<file path="src/sv/enc_pkg.sv">
// ----------------------------------------------------------------------------
// enc_pkg
// Shared types and constants of the epsilon-NFA to NFA converter.
// ----------------------------------------------------------------------------
package enc_pkg;

    localparam int MAX_STATES_DEF  = 16;
    localparam int CMD_W           = 2;
    localparam int STATE_W         = 4;
    localparam int SYM_W           = 2;
    localparam int MASK_W          = 16;
    localparam int COUNT_W         = 5;
    localparam int STATE_COUNT_RST = 16;

    typedef enum logic [CMD_W-1:0] {
        CMD_CLEAR   = 2'd0,
        CMD_ADD     = 2'd1,
        CMD_CONVERT = 2'd2
    } t_cmd;

    typedef enum logic [SYM_W-1:0] {
        SYM_ZERO = 2'd0,
        SYM_ONE  = 2'd1,
        SYM_EPS  = 2'd2
    } t_sym;

    typedef enum logic [2:0] {
        S_IDLE,
        S_CLOS_INIT,
        S_CLOS_SWEEP,
        S_CLOS_STORE,
        S_ROW_INIT,
        S_ROW_MOVE,
        S_ROW_CLOSE,
        S_ROW_OUT
    } t_state;

    // commands from the controller to the datapath
    typedef struct packed {
        logic clear;
        logic add;
        logic start;
        logic clos_init;
        logic clos_step;
        logic clos_store;
        logic row_init;
        logic move_step;
        logic close_step;
        logic next_row;
    } t_dp_cmd;

    // status from the datapath to the controller
    typedef struct packed {
        logic k_last;
        logic i_last;
        logic chg_any;
    } t_dp_sts;

endpackage

</file>
<file path="src/sv/enc_if.sv">
// ----------------------------------------------------------------------------
// enc_if
// Valid/ready channels of the converter: input items, result rows, config.
// ----------------------------------------------------------------------------
interface enc_in_if;
    logic                        valid;
    logic                        ready;
    logic [enc_pkg::CMD_W-1:0]   cmd;
    logic [enc_pkg::STATE_W-1:0] src_state;
    logic [enc_pkg::SYM_W-1:0]   symbol;
    logic [enc_pkg::STATE_W-1:0] dst_state;

    modport source (output valid, cmd, src_state, symbol, dst_state, input ready);
    modport sink   (input valid, cmd, src_state, symbol, dst_state, output ready);
endinterface

interface enc_out_if;
    logic                        valid;
    logic                        ready;
    logic [enc_pkg::STATE_W-1:0] row_state;
    logic [enc_pkg::MASK_W-1:0]  closure_mask;
    logic [enc_pkg::MASK_W-1:0]  next_on_zero;
    logic [enc_pkg::MASK_W-1:0]  next_on_one;
    logic                        last;

    modport source (output valid, row_state, closure_mask, next_on_zero, next_on_one, last,
                    input ready);
    modport sink   (input valid, row_state, closure_mask, next_on_zero, next_on_one, last,
                    output ready);
endinterface

interface enc_cfg_if;
    logic                        valid;
    logic                        ready;
    logic [enc_pkg::COUNT_W-1:0] state_count;

    modport source (output valid, state_count, input ready);
    modport sink   (input valid, state_count, output ready);
endinterface

</file>
<file path="src/sv/enc_ctrl.sv">
// ----------------------------------------------------------------------------
// enc_ctrl
// Sequencer for loading, closure sweeps and per-state result rows.
// ----------------------------------------------------------------------------
module enc_ctrl (
    input  logic                      i_clk,
    input  logic                      i_rst_n,
    input  logic                      i_in_valid,
    input  logic [enc_pkg::CMD_W-1:0] i_in_cmd,
    output logic                      o_in_ready,
    output logic                      o_out_valid,
    input  logic                      i_out_ready,
    input  enc_pkg::t_dp_sts          i_sts,
    output enc_pkg::t_dp_cmd          o_cmd
);

    enc_pkg::t_state r_state;
    enc_pkg::t_state n_state;

    always_ff @(posedge i_clk) begin
        if (!i_rst_n) begin
            r_state <= enc_pkg::S_IDLE;
        end else begin
            r_state <= n_state;
        end
    end

    always_comb begin
        n_state = r_state;
        unique case (r_state)
            enc_pkg::S_IDLE: begin
                if (i_in_valid && i_in_cmd == enc_pkg::CMD_CONVERT) begin
                    n_state = enc_pkg::S_CLOS_INIT;
                end
            end
            enc_pkg::S_CLOS_INIT: begin
                n_state = enc_pkg::S_CLOS_SWEEP;
            end
            enc_pkg::S_CLOS_SWEEP: begin
                // stop after a full sweep that added nothing
                if (i_sts.k_last && !i_sts.chg_any) begin
                    n_state = enc_pkg::S_CLOS_STORE;
                end
            end
            enc_pkg::S_CLOS_STORE: begin
                n_state = i_sts.i_last ? enc_pkg::S_ROW_INIT : enc_pkg::S_CLOS_INIT;
            end
            enc_pkg::S_ROW_INIT: begin
                n_state = enc_pkg::S_ROW_MOVE;
            end
            enc_pkg::S_ROW_MOVE: begin
                if (i_sts.k_last) begin
                    n_state = enc_pkg::S_ROW_CLOSE;
                end
            end
            enc_pkg::S_ROW_CLOSE: begin
                if (i_sts.k_last) begin
                    n_state = enc_pkg::S_ROW_OUT;
                end
            end
            enc_pkg::S_ROW_OUT: begin
                if (i_out_ready) begin
                    n_state = i_sts.i_last ? enc_pkg::S_IDLE : enc_pkg::S_ROW_INIT;
                end
            end
            default: begin
                n_state = enc_pkg::S_IDLE;
            end
        endcase
    end

    always_comb begin
        o_cmd       = '0;
        o_in_ready  = 1'b0;
        o_out_valid = 1'b0;
        unique case (r_state)
            enc_pkg::S_IDLE: begin
                o_in_ready    = 1'b1;
                o_cmd.clear   = i_in_valid && i_in_cmd == enc_pkg::CMD_CLEAR;
                o_cmd.add     = i_in_valid && i_in_cmd == enc_pkg::CMD_ADD;
                o_cmd.start   = i_in_valid && i_in_cmd == enc_pkg::CMD_CONVERT;
            end
            enc_pkg::S_CLOS_INIT:  o_cmd.clos_init  = 1'b1;
            enc_pkg::S_CLOS_SWEEP: o_cmd.clos_step  = 1'b1;
            enc_pkg::S_CLOS_STORE: o_cmd.clos_store = 1'b1;
            enc_pkg::S_ROW_INIT:   o_cmd.row_init   = 1'b1;
            enc_pkg::S_ROW_MOVE:   o_cmd.move_step  = 1'b1;
            enc_pkg::S_ROW_CLOSE:  o_cmd.close_step = 1'b1;
            enc_pkg::S_ROW_OUT: begin
                o_out_valid    = 1'b1;
                o_cmd.next_row = i_out_ready;
            end
            default: begin
                o_cmd = '0;
            end
        endcase
    end

endmodule

</file>
<file path="src/sv/enc_dp.sv">
// ----------------------------------------------------------------------------
// enc_dp
// Transition tables, closure rows, sweep counters and result registers.
// ----------------------------------------------------------------------------
module enc_dp #(
    parameter int MAX_STATES = enc_pkg::MAX_STATES_DEF
) (
    input  logic                        i_clk,
    input  logic                        i_rst_n,
    input  enc_pkg::t_dp_cmd            i_cmd,
    output enc_pkg::t_dp_sts            o_sts,
    input  logic [enc_pkg::STATE_W-1:0] i_src,
    input  logic [enc_pkg::SYM_W-1:0]   i_sym,
    input  logic [enc_pkg::STATE_W-1:0] i_dst,
    input  logic                        i_cfg_wr,
    input  logic [enc_pkg::COUNT_W-1:0] i_cfg_data,
    output logic [enc_pkg::STATE_W-1:0] o_row_state,
    output logic [enc_pkg::MASK_W-1:0]  o_closure_mask,
    output logic [enc_pkg::MASK_W-1:0]  o_next_on_zero,
    output logic [enc_pkg::MASK_W-1:0]  o_next_on_one,
    output logic                        o_last
);

    localparam int ROW = (MAX_STATES < enc_pkg::MASK_W) ? MAX_STATES : enc_pkg::MASK_W;
    localparam int IW  = $clog2(ROW);
    localparam int CW  = $clog2(ROW + 1);

    logic [ROW-1:0] r_zero [ROW];
    logic [ROW-1:0] r_one  [ROW];
    logic [ROW-1:0] r_eps  [ROW];
    logic [ROW-1:0] r_clos [ROW];

    logic [enc_pkg::COUNT_W-1:0] r_cnt;
    logic [CW-1:0]               r_n;
    logic [ROW-1:0]              r_um;
    logic [IW-1:0]               r_i;
    logic [IW-1:0]               r_k;
    logic                        r_chg;

    logic [ROW-1:0] r_acc;
    logic [ROW-1:0] r_zm;
    logic [ROW-1:0] r_om;
    logic [ROW-1:0] r_zc;
    logic [ROW-1:0] r_oc;

    logic [CW-1:0]  n_n;
    logic [ROW-1:0] n_um;
    logic [ROW-1:0] dst_oh;
    logic [ROW-1:0] clos_grow;
    logic [ROW-1:0] clos_next;
    logic           step_chg;
    logic [ROW-1:0] clos_k;
    logic           k_last;
    logic           i_last;

    // states in use: zero counts as one, saturate at the row limit
    always_comb begin
        if (r_cnt == '0) begin
            n_n = CW'(1);
        end else if (int'(r_cnt) > ROW) begin
            n_n = CW'(ROW);
        end else begin
            n_n = CW'(r_cnt);
        end
        for (int j = 0; j < ROW; j++) begin
            n_um[j]   = (j < int'(n_n));
            dst_oh[j] = (int'(i_dst) == j);
        end
    end

    assign k_last = (CW'(r_k) == r_n - CW'(1));
    assign i_last = (CW'(r_i) == r_n - CW'(1));

    assign clos_grow = r_acc | (r_eps[r_k] & r_um);
    assign clos_next = r_acc[r_k] ? clos_grow : r_acc;
    assign step_chg  = (clos_next != r_acc);
    assign clos_k    = r_clos[r_k];

    assign o_sts.k_last  = k_last;
    assign o_sts.i_last  = i_last;
    assign o_sts.chg_any = r_chg | step_chg;

    // transition tables, cleared by reset and by the clear command
    always_ff @(posedge i_clk) begin
        if (!i_rst_n || i_cmd.clear) begin
            for (int r = 0; r < ROW; r++) begin
                r_zero[r] <= '0;
                r_one[r]  <= '0;
                r_eps[r]  <= '0;
            end
        end else if (i_cmd.add) begin
            for (int r = 0; r < ROW; r++) begin
                if (int'(i_src) == r) begin
                    if (i_sym == enc_pkg::SYM_ZERO) begin
                        r_zero[r] <= r_zero[r] | dst_oh;
                    end
                    if (i_sym == enc_pkg::SYM_ONE) begin
                        r_one[r] <= r_one[r] | dst_oh;
                    end
                    if (i_sym == enc_pkg::SYM_EPS) begin
                        r_eps[r] <= r_eps[r] | dst_oh;
                    end
                end
            end
        end
    end

    // control registers
    always_ff @(posedge i_clk) begin
        if (!i_rst_n) begin
            r_cnt <= enc_pkg::COUNT_W'(enc_pkg::STATE_COUNT_RST);
            r_n   <= CW'(1);
            r_um  <= '0;
            r_i   <= '0;
            r_k   <= '0;
            r_chg <= 1'b0;
        end else begin
            if (i_cfg_wr) begin
                r_cnt <= i_cfg_data;
            end
            if (i_cmd.start) begin
                r_n  <= n_n;
                r_um <= n_um;
                r_i  <= '0;
            end
            if (i_cmd.clos_init || i_cmd.row_init) begin
                r_k   <= '0;
                r_chg <= 1'b0;
            end
            if (i_cmd.clos_step) begin
                r_k   <= k_last ? '0 : r_k + IW'(1);
                r_chg <= k_last ? 1'b0 : (r_chg | step_chg);
            end
            if (i_cmd.move_step || i_cmd.close_step) begin
                r_k <= k_last ? '0 : r_k + IW'(1);
            end
            if (i_cmd.clos_store || i_cmd.next_row) begin
                r_i <= i_last ? '0 : r_i + IW'(1);
            end
        end
    end

    // closure rows and row accumulators
    always_ff @(posedge i_clk) begin
        if (i_cmd.clos_init) begin
            for (int j = 0; j < ROW; j++) begin
                r_acc[j] <= (int'(r_i) == j);
            end
        end
        if (i_cmd.clos_step) begin
            r_acc <= clos_next;
        end
        if (i_cmd.clos_store) begin
            r_clos[r_i] <= r_acc;
        end
        if (i_cmd.row_init) begin
            r_acc <= r_clos[r_i];
            r_zm  <= '0;
            r_om  <= '0;
            r_zc  <= '0;
            r_oc  <= '0;
        end
        if (i_cmd.move_step && r_acc[r_k]) begin
            r_zm <= r_zm | (r_zero[r_k] & r_um);
            r_om <= r_om | (r_one[r_k] & r_um);
        end
        if (i_cmd.close_step) begin
            if (r_zm[r_k]) begin
                r_zc <= r_zc | clos_k;
            end
            if (r_om[r_k]) begin
                r_oc <= r_oc | clos_k;
            end
        end
    end

    assign o_row_state    = enc_pkg::STATE_W'(r_i);
    assign o_closure_mask = enc_pkg::MASK_W'(r_acc);
    assign o_next_on_zero = enc_pkg::MASK_W'(r_zc);
    assign o_next_on_one  = enc_pkg::MASK_W'(r_oc);
    assign o_last         = i_last;

endmodule

</file>
<file path="src/sv/epsilon_nfa_to_nfa_converter.sv">
// ----------------------------------------------------------------------------
// epsilon_nfa_to_nfa_converter
// Epsilon-NFA loader and converter to epsilon-free NFA rows.
// ----------------------------------------------------------------------------
// Clear and add items are taken while idle and the block stays ready for the
// next item. A convert item, with n states in use, first builds each closure
// by sweeping the epsilon table one row a cycle until a sweep adds nothing,
// then for each state loads its closure and runs the move and closure sweeps
// before its row is shown; the next row starts when the row is taken. Each
// sweep reads one table row per cycle. No input is taken until the last row
// is taken.
module epsilon_nfa_to_nfa_converter #(
    parameter int MAX_STATES = enc_pkg::MAX_STATES_DEF
) (
    input  logic       i_clk,
    input  logic       i_rst_n,
    enc_in_if.sink     i_in,
    enc_out_if.source  o_out,
    enc_cfg_if.sink    i_cfg
);

    enc_pkg::t_dp_cmd dp_cmd;
    enc_pkg::t_dp_sts dp_sts;

    assign i_cfg.ready = 1'b1;

    enc_ctrl u_ctrl (
        .i_clk       (i_clk),
        .i_rst_n     (i_rst_n),
        .i_in_valid  (i_in.valid),
        .i_in_cmd    (i_in.cmd),
        .o_in_ready  (i_in.ready),
        .o_out_valid (o_out.valid),
        .i_out_ready (o_out.ready),
        .i_sts       (dp_sts),
        .o_cmd       (dp_cmd)
    );

    enc_dp #(
        .MAX_STATES (MAX_STATES)
    ) u_dp (
        .i_clk          (i_clk),
        .i_rst_n        (i_rst_n),
        .i_cmd          (dp_cmd),
        .o_sts          (dp_sts),
        .i_src          (i_in.src_state),
        .i_sym          (i_in.symbol),
        .i_dst          (i_in.dst_state),
        .i_cfg_wr       (i_cfg.valid && i_cfg.ready),
        .i_cfg_data     (i_cfg.state_count),
        .o_row_state    (o_out.row_state),
        .o_closure_mask (o_out.closure_mask),
        .o_next_on_zero (o_out.next_on_zero),
        .o_next_on_one  (o_out.next_on_one),
        .o_last         (o_out.last)
    );

    // no new transaction while a row is pending
    a_busy_while_out: assert property (@(posedge i_clk) disable iff (!i_rst_n)
        o_out.valid |-> !i_in.ready)
        else $error("input ready while a result row is pending");

    // a closure always holds its own state
    a_self_in_closure: assert property (@(posedge i_clk) disable iff (!i_rst_n)
        o_out.valid |-> o_out.closure_mask[o_out.row_state])
        else $error("closure row lacks its own state");

    a_convert_busy: assert property (@(posedge i_clk) disable iff (!i_rst_n)
        (i_in.valid && i_in.ready && i_in.cmd == enc_pkg::CMD_CONVERT) |=> !i_in.ready)
        else $error("ready right after a convert transaction");

    a_last_ends: assert property (@(posedge i_clk) disable iff (!i_rst_n)
        (o_out.valid && o_out.ready && o_out.last) |=> (!o_out.valid && i_in.ready))
        else $error("rows continue after the last row");

endmodule
</file>
<file path="src/flat_wrapper.sv">
// flat-port wrapper written by rule: the top's interface ports become plain ports
module epsilon_nfa_to_nfa_converter_flat 
#(
    parameter int MAX_STATES = enc_pkg::MAX_STATES_DEF
)
  (i_clk, i_rst_n, i_in_valid, i_in_cmd, i_in_src_state, i_in_symbol, i_in_dst_state, i_in_ready, o_out_valid, o_out_row_state, o_out_closure_mask, o_out_next_on_zero, o_out_next_on_one, o_out_last, o_out_ready, i_cfg_valid, i_cfg_state_count, i_cfg_ready);
  enc_in_if i_in_i ();
  enc_out_if o_out_i ();
  enc_cfg_if i_cfg_i ();
  input  logic i_clk;
  input  logic i_rst_n;
  input wire logic [$bits(i_in_i.valid)-1:0] i_in_valid;
  input wire logic [$bits(i_in_i.cmd)-1:0] i_in_cmd;
  input wire logic [$bits(i_in_i.src_state)-1:0] i_in_src_state;
  input wire logic [$bits(i_in_i.symbol)-1:0] i_in_symbol;
  input wire logic [$bits(i_in_i.dst_state)-1:0] i_in_dst_state;
  output wire logic [$bits(i_in_i.ready)-1:0] i_in_ready;
  output wire logic [$bits(o_out_i.valid)-1:0] o_out_valid;
  output wire logic [$bits(o_out_i.row_state)-1:0] o_out_row_state;
  output wire logic [$bits(o_out_i.closure_mask)-1:0] o_out_closure_mask;
  output wire logic [$bits(o_out_i.next_on_zero)-1:0] o_out_next_on_zero;
  output wire logic [$bits(o_out_i.next_on_one)-1:0] o_out_next_on_one;
  output wire logic [$bits(o_out_i.last)-1:0] o_out_last;
  input wire logic [$bits(o_out_i.ready)-1:0] o_out_ready;
  input wire logic [$bits(i_cfg_i.valid)-1:0] i_cfg_valid;
  input wire logic [$bits(i_cfg_i.state_count)-1:0] i_cfg_state_count;
  output wire logic [$bits(i_cfg_i.ready)-1:0] i_cfg_ready;
  assign i_in_i.valid = i_in_valid;
  assign i_in_i.cmd = i_in_cmd;
  assign i_in_i.src_state = i_in_src_state;
  assign i_in_i.symbol = i_in_symbol;
  assign i_in_i.dst_state = i_in_dst_state;
  assign i_in_ready = i_in_i.ready;
  assign o_out_valid = o_out_i.valid;
  assign o_out_row_state = o_out_i.row_state;
  assign o_out_closure_mask = o_out_i.closure_mask;
  assign o_out_next_on_zero = o_out_i.next_on_zero;
  assign o_out_next_on_one = o_out_i.next_on_one;
  assign o_out_last = o_out_i.last;
  assign o_out_i.ready = o_out_ready;
  assign i_cfg_i.valid = i_cfg_valid;
  assign i_cfg_i.state_count = i_cfg_state_count;
  assign i_cfg_ready = i_cfg_i.ready;
  epsilon_nfa_to_nfa_converter #(.MAX_STATES(MAX_STATES)) u_core (.i_clk(i_clk), .i_rst_n(i_rst_n), .i_in(i_in_i), .o_out(o_out_i), .i_cfg(i_cfg_i));
endmodule
</file>
<file path="config.mk">
export PLATFORM = sky130hd
export DESIGN_NAME = epsilon_nfa_to_nfa_converter_flat
export DESIGN_NICKNAME = d
export VERILOG_FILES = /design/src/sv/enc_pkg.sv /design/src/sv/enc_if.sv /design/src/sv/enc_ctrl.sv /design/src/sv/enc_dp.sv /design/src/sv/epsilon_nfa_to_nfa_converter.sv /design/src/flat_wrapper.sv
export SDC_FILE = /design/constraint.sdc
export NUM_CORES = 2
export LEC_CHECK = 0
export BUFFER_PORTS_ARGS = -buffer_cell sky130_fd_sc_hd__buf_2
export CORE_MARGIN = 2
export CORE_UTILIZATION = 55
export DETAILED_ROUTE_END_ITERATION = 16
export MAX_ROUTING_LAYER = met4
export PLACE_DENSITY = 0.67
export SLEW_MARGIN = 20
export SYNTH_ARGS = -nofsm -noshare
export SYNTH_HDL_FRONTEND = slang
export SYNTH_HIERARCHICAL = 1
export SYNTH_SLANG_ARGS = --single-unit
</file>
<file path="constraint.sdc">
create_clock -name i_clk -period 7.6 [get_ports i_clk]
set_input_delay 0.76 -clock i_clk [delete_from_list [all_inputs] [get_ports i_clk]]
set_output_delay 0.76 -clock i_clk [all_outputs]
set_load 0.02 [all_outputs]
</file>
# Yosys cells after proc, flatten, opt, wreduce, memory -nomap -nowiden
# Memories as Yosys holds them, arrays and structs flattened. A register that Yosys moved wholly into a read port is not among the register bits.
# Index checks and enable logic that the tools add are counted.
# op_classes
add_sub_neg,3
n_eq_ne,64
bitwise_logic,105
magnitude_cmp,18
mux,306
reduce_logical,24
# op_table
cell,count
2-to-1 mux 16 bit,61
OR 16 bit,53
2-to-1 mux 1 bit,214
equality test 4 bit (second input constant),24
2-to-1 mux 4 bit,17
OR 1 bit,49
bitwise AND 16 bit,3
equality test 4 x 3 -> 1 bit (second input constant),12
< comparator 4 x 5 -> 1 bit (first input constant),8
equality test 4 x 2 -> 1 bit (second input constant),6
2-to-1 mux 3 bit,8
case mux 3 bit (8 select lines),1
< comparator 3 x 5 -> 1 bit (first input constant),4
!= test 16 bit,1
binary-select mux 1 bit (select 4 bit),3
equality test 3 bit (second input constant),4
equality test 4 x 1 -> 1 bit (second input constant),3
logical NOT 4 bit,3
equality test 4 x 5 -> 1 bit,2
< comparator 1 x 5 -> 1 bit (first input constant),2
< comparator 2 x 5 -> 1 bit (first input constant),2
2-to-1 mux 5 bit,2
!= test 2 bit (second input constant),5
adder 4 x 1 -> 4 bit (second input constant),2
16 further kinds,31
# totals
output_inout_bits,56
regBits,118
mem_bits_rw,1024
wordCells,536
mem_count,4
# memory_table
name,depth,width,rd,rd_clocked_by_memory_dff,wr,line,source
u_core.u_dp.r_clos,16,16,2,2,1,enc_dp.sv:31,logic [ROW-1:0] r_clos [ROW];
u_core.u_dp.r_eps,16,16,17,1,16,enc_dp.sv:30,logic [ROW-1:0] r_eps [ROW];
u_core.u_dp.r_one,16,16,17,1,16,enc_dp.sv:29,logic [ROW-1:0] r_one [ROW];
u_core.u_dp.r_zero,16,16,17,1,16,enc_dp.sv:28,logic [ROW-1:0] r_zero [ROW];

# Longest topological paths before layout
# logic_depth
ltp_word,9
depth_mapped,15
depth_no_buf,11

# By module
# The synthesis kept the hierarchy.
# modules_own_cells
module,cells_each,instances,area_each_um2,seq_area_each_um2
enc_dp,4037,1,53386.2,33672.3
enc_ctrl,43,1,374.1,60.1
epsilon_nfa_to_nfa_converter,2,1,11.3,0.0

# Least setup slack after synthesis
# OpenSTA, ideal clock, no wires.
# synth_path
kind,register -> register
startpoint,register u_core.u_ctrl.r_state[0]
endpoint,"memory u_core/u_dp/r_zero[2][0] (netlist name), enable pin"
required_ns,7.189
setup_slack_ns,4.068
t_arrival_ns,3.121
stages_incl_launch_ff,10
synth_period_minus_slack_ns,3.532
setup_time_ns,0.411
n_path_buf,2
path_cell_list,dfxtp_1 -> inv_1 -> ha_1 -> and2b_4 -> nand2_1 -> nor3b_1 -> or3b_2 -> clkbuf_1 -> clkbuf_1 -> o21ai_0
# synth_lines
item,line,source
"start, declared",enc_ctrl.sv:17,enc_pkg::t_state r_state;
"start signal, assigned",enc_ctrl.sv:22,r_state <= enc_pkg::S_IDLE;
"start signal, assigned",enc_ctrl.sv:24,r_state <= n_state;
"end, declared",enc_dp.sv:28,

==> reports/qor.json <==
{
  "run_status": "finished, final reports clean",
  "grt_overflow": 0,
  "fillerInstances": 7379,
  "grt_max_degree": 143,
  "wl_met2_um": 72400,
  "synth_most_common_cell": "sky130_fd_sc_hd__nor2_1",
  "total_clock_sinks": 1149,
  "cts_bufs_inserted": 119,
  "cp.arrival_ns": 4.96,
  "placement.io_buffers": 76,
  "drc": 0,
  "cts_tree": "yes",
  "leading_post_synthesis_cells_by_instance_count": "1546 x sky130_fd_sc_hd__nor2_1, 1072 x sky130_fd_sc_hd__edfxtp_1, 360 x sky130_fd_sc_hd__mux4_2",
  "cell_taking_the_most_area_after_synthesis": "sky130_fd_sc_hd__edfxtp_1",
  "maxCapViolCount": 0,
  "ys_types": 71,
  "worstSetupEndpointType": "register",
  "synthesis.area_um2": 53800,
  "postSynthCellCount": 4082,
  "pwr-share-clk_pct": 36.3,
  "cts_resized": 0,
  "drt_iter0_drc": 4589,
  "relSlewSlack_pct": 21.1,
  "timing.final.max_slew_violations": 0,
  "dpl.hpwl_um": 94000,
  "finalWeightedCongestion": 0.927,
  "swShare_pct": 25.9,
  "syn_nets": 4114,
  "final_nets": 4120,
  "top_layer_used": "met4",
  "cts_setup_buffers": 0,
  "leakage_nw": 19.9,
  "vias": 34800,
  "hold_path.class": "in -> reg",
  "numPlacedInstances": 5243,
  "finalSetupTns_ns": 0,
  "path_class": "reg -> reg",
  "report.final.hold_viol_count": 0,
  "final_min_period_over_clock_period_pct": 56.7,
  "worst-endpoint-required_ns": 8.25,
  "wl_per_cell_um": 27.5,
  "netSwitchingPower_w": 0.00407,
  "critPathSlowestCell": "sky130_fd_sc_hd__dfxtp_4",
  "pnr_total_power_w": 0.0157,
  "asyncSetResetFlopFracSynth_pct": 0,
  "cts_hold_repair.buffers": 0,
  "max_freq_mhz": 232,
  "fin_hold_ws_ns": 0.269,
  "drt_wl_total_um": 150000,
  "cp_common_cell": "sky130_fd_sc_hd__a31oi_1",
  "signed_area_change_from_the_synthesized_netlist_to_the_final_layout_pct": 10.5,
  "coreArea_um2": 96900,
  "grt_first_pass_wirelength_um": 220000,
  "critical_path_cell_by_cell": "buf_4, mux4_2, a22o_1, a31oi_1, o2111ai_1, nor4_1, a31oi_1, or2_1, nand3b_1, o221ai_2, a21oi_2, mux2i_1",
  "fp.dieH_um": 317,
  "drt-vias-per-instance": 6.37,
  "synth_area_leaders": "sky130_fd_sc_hd__edfxtp_1 60%, sky130_fd_sc_hd__mux4_2 15%, sky130_fd_sc_hd__nor2_1 11%, sky130_fd_sc_hd__dfxtp_1 2.9%, sky130_fd_sc_hd__mux2i_1 1.7%",
  "power-per-cell-area_nw_per_um2": 264,
  "drive_above_1_share_pct": 19.0,
  "postLayoutCellArea_um2": 59400,
  "synth-edff-count": 1072,
  "io_pins": 78,
  "path_delay_family": "compound AO/OA/AOI/OAI gates",
  "h-tree-depth": 3,
  "grt_pass1_vias": 33100,
  "rsz0062_at_grt": "false",
  "detailed_place.area_um2": 55600,
  "critical_path.max_stage_delay_ns": 0.74,
  "drt_first_pass_iters": 8,
  "setup_viol": 0,
  "most_used_flip_flop_cell_after_synthesis": "sky130_fd_sc_hd__edfxtp_1",
  "ys_ff_latch": 1149,
  "grt_antenna_before_repair": 7,
  "clk_latency_ns": 0.73,
  "combinationalPowerShare_pct": 12.5,
  "met3RoutedLength_um": 13600,
  "irDropWorstVdd_mv": 0.203,
  "floorplan.die.width_um": 317,
  "max_fanout_on_critical_path": 37,
  "holdCritStartpoint": "i_cfg_state_count[4]",
  "cts_buffer_depth": 3,
  "critical_path.n_buffers_inverters": 1,
  "placementRows": 114,
  "clk_pin_slew_ns": 0.06,
  "power_report.internal_total_w": 0.0116,
  "route.antenna.remaining_nets": 0,
  "start_util_pct": 55.5,
  "root_buffer": "sky130_fd_sc_hd__clkbuf_16",
  "worst-slew-pin-transition_ns": 1.18,
  "p_seq_share_pct": 51.2,
  "start_kind": "register",
  "global_route.usage.total_pct": 31.1,
  "yosysWarningCount": 6,
  "yosysSeqAreaShare_pct": 62.7,
  "synthesis.area_per_instance_um2": 13.2,
  "dieArea_um2": 100000,
  "m1WireLength_um": 58000,
  "period_minus_slack_ns": 4.31,
  "netlist.area_leader.share_pct": 59.9,
  "timing.clock.skew_ns": 0.0284,
  "stdcell_count": 5474
}
-- stage by stage --
| step | utilization (%) | setup slack (ns) |
|---|---|---|
| 2_1_floorplan | - | 4.07 |
| 3_3_place_gp | 57.4 | 3.40 |
| 3_5_place_dp | 57.4 | 3.32 |
| 5_1_grt | 61.4 | 3.08 |
| 6_report | 61.4 | 3.29 |
| 4_1_cts | 61.3 | 3.37 |
-- metal layers --
layer  vias up  global-route usage, %
li1      15000                      -
met1     17700                   41.7
met2      1873                   48.7
met3       309                   4.74
met4         0                   11.8
met5         -                      -
-- kinds of logic after synthesis --
logic type	share of synthesized area, %
simple gates	13.6
flops	62.7
mux	16.9
buf+inv	2.52
compound gates	3.84
fa+ha+maj	0.233
xor+xnor	0.214
other cells	0.00697
-- placed cells by master (no fill, tap or decap), drive strengths merged, types with 11 or more instances in the layout --
cell type,count
nor2,1546
edfxtp,1072
mux4,360
buf,183
clkbuf,159
nand2,96
mux2i,92
o21ai,90
dfxtp,77
a21oi,64
clkinv,50
nand2b,43
a22o,35
a22oi,34
o21a,34
nor2b,34
inv,27
nor3,24
nand3,22
and2,13
nand3b,11
-- area by class of cell --
class | instances | area, um2 | share of cell area (%)
well taps | 1276 | 1600 | 2.69
flip-flops and latches | 1149 | 33700 | 56.8
multi-input cells | 2613 | 19000 | 31.9
repair buffers | 183 | 1210 | 2.03
diodes | 10 | 25.0 | 0.0421
inverters | 22 | 85.1 | 0.143
clock buffers | 159 | 3320 | 5.59
clock inverters | 62 | 477 | 0.802
-- worst min-delay path: stages --
cell	delay [ns]
sky130_fd_sc_hd__buf_2	0.08
sky130_fd_sc_hd__mux2i_1	0.06
sky130_fd_sc_hd__nand2_1	0.06
-- path summary, 6_finish.rpt --
kind | endpoint | slack [ns] | cells after the start
hold reg to reg | u_core/u_dp/o_next_on_zero[9] | 0.47 | 1
setup reg to reg | u_core/u_ctrl/r_state[0] | 3.29 | 12
setup / recovery | u_core/u_ctrl/r_state[0] | 3.29 | 12
hold / removal | u_core/u_dp/r_cnt[4] | 0.27 | 3
-- power groups by stage --
| stage | logic (W) | registers (W) | clock network (W) |
|---|---|---|---|
| 5_1_grt | 0.00209 | 0.00810 | 0.00601 |
| 2_1_floorplan | 0.00116 | 0.00812 | 0 |
| 4_1_cts | 0.00195 | 0.00803 | 0.00579 |
| 3_3_place_gp | 0.00193 | 0.00814 | 0 |
| 3_5_place_dp | 0.00195 | 0.00816 | 0 |
| 6_report | 0.00196 | 0.00805 | 0.00571 |
-- flip-flops by register name (all words and copies together) (netlist names), 15 cells and up, named ones only --
| name | count |
|---|---|
| u_core/u_dp/o_closure_mask | 16 |
| u_core/u_dp/o_next_on_zero | 16 |
| u_core/u_dp/r_clos | 256 |
| u_core/u_dp/r_zero | 256 |
| u_core/u_dp/r_zm | 16 |
| u_core/u_dp/r_eps | 256 |
| u_core/u_dp/r_um | 15 |
| u_core/u_dp/r_om | 16 |
| u_core/u_dp/r_one | 256 |
| u_core/u_dp/o_next_on_one | 16 |
No activity file was read; power rests on OpenSTA's default activity.
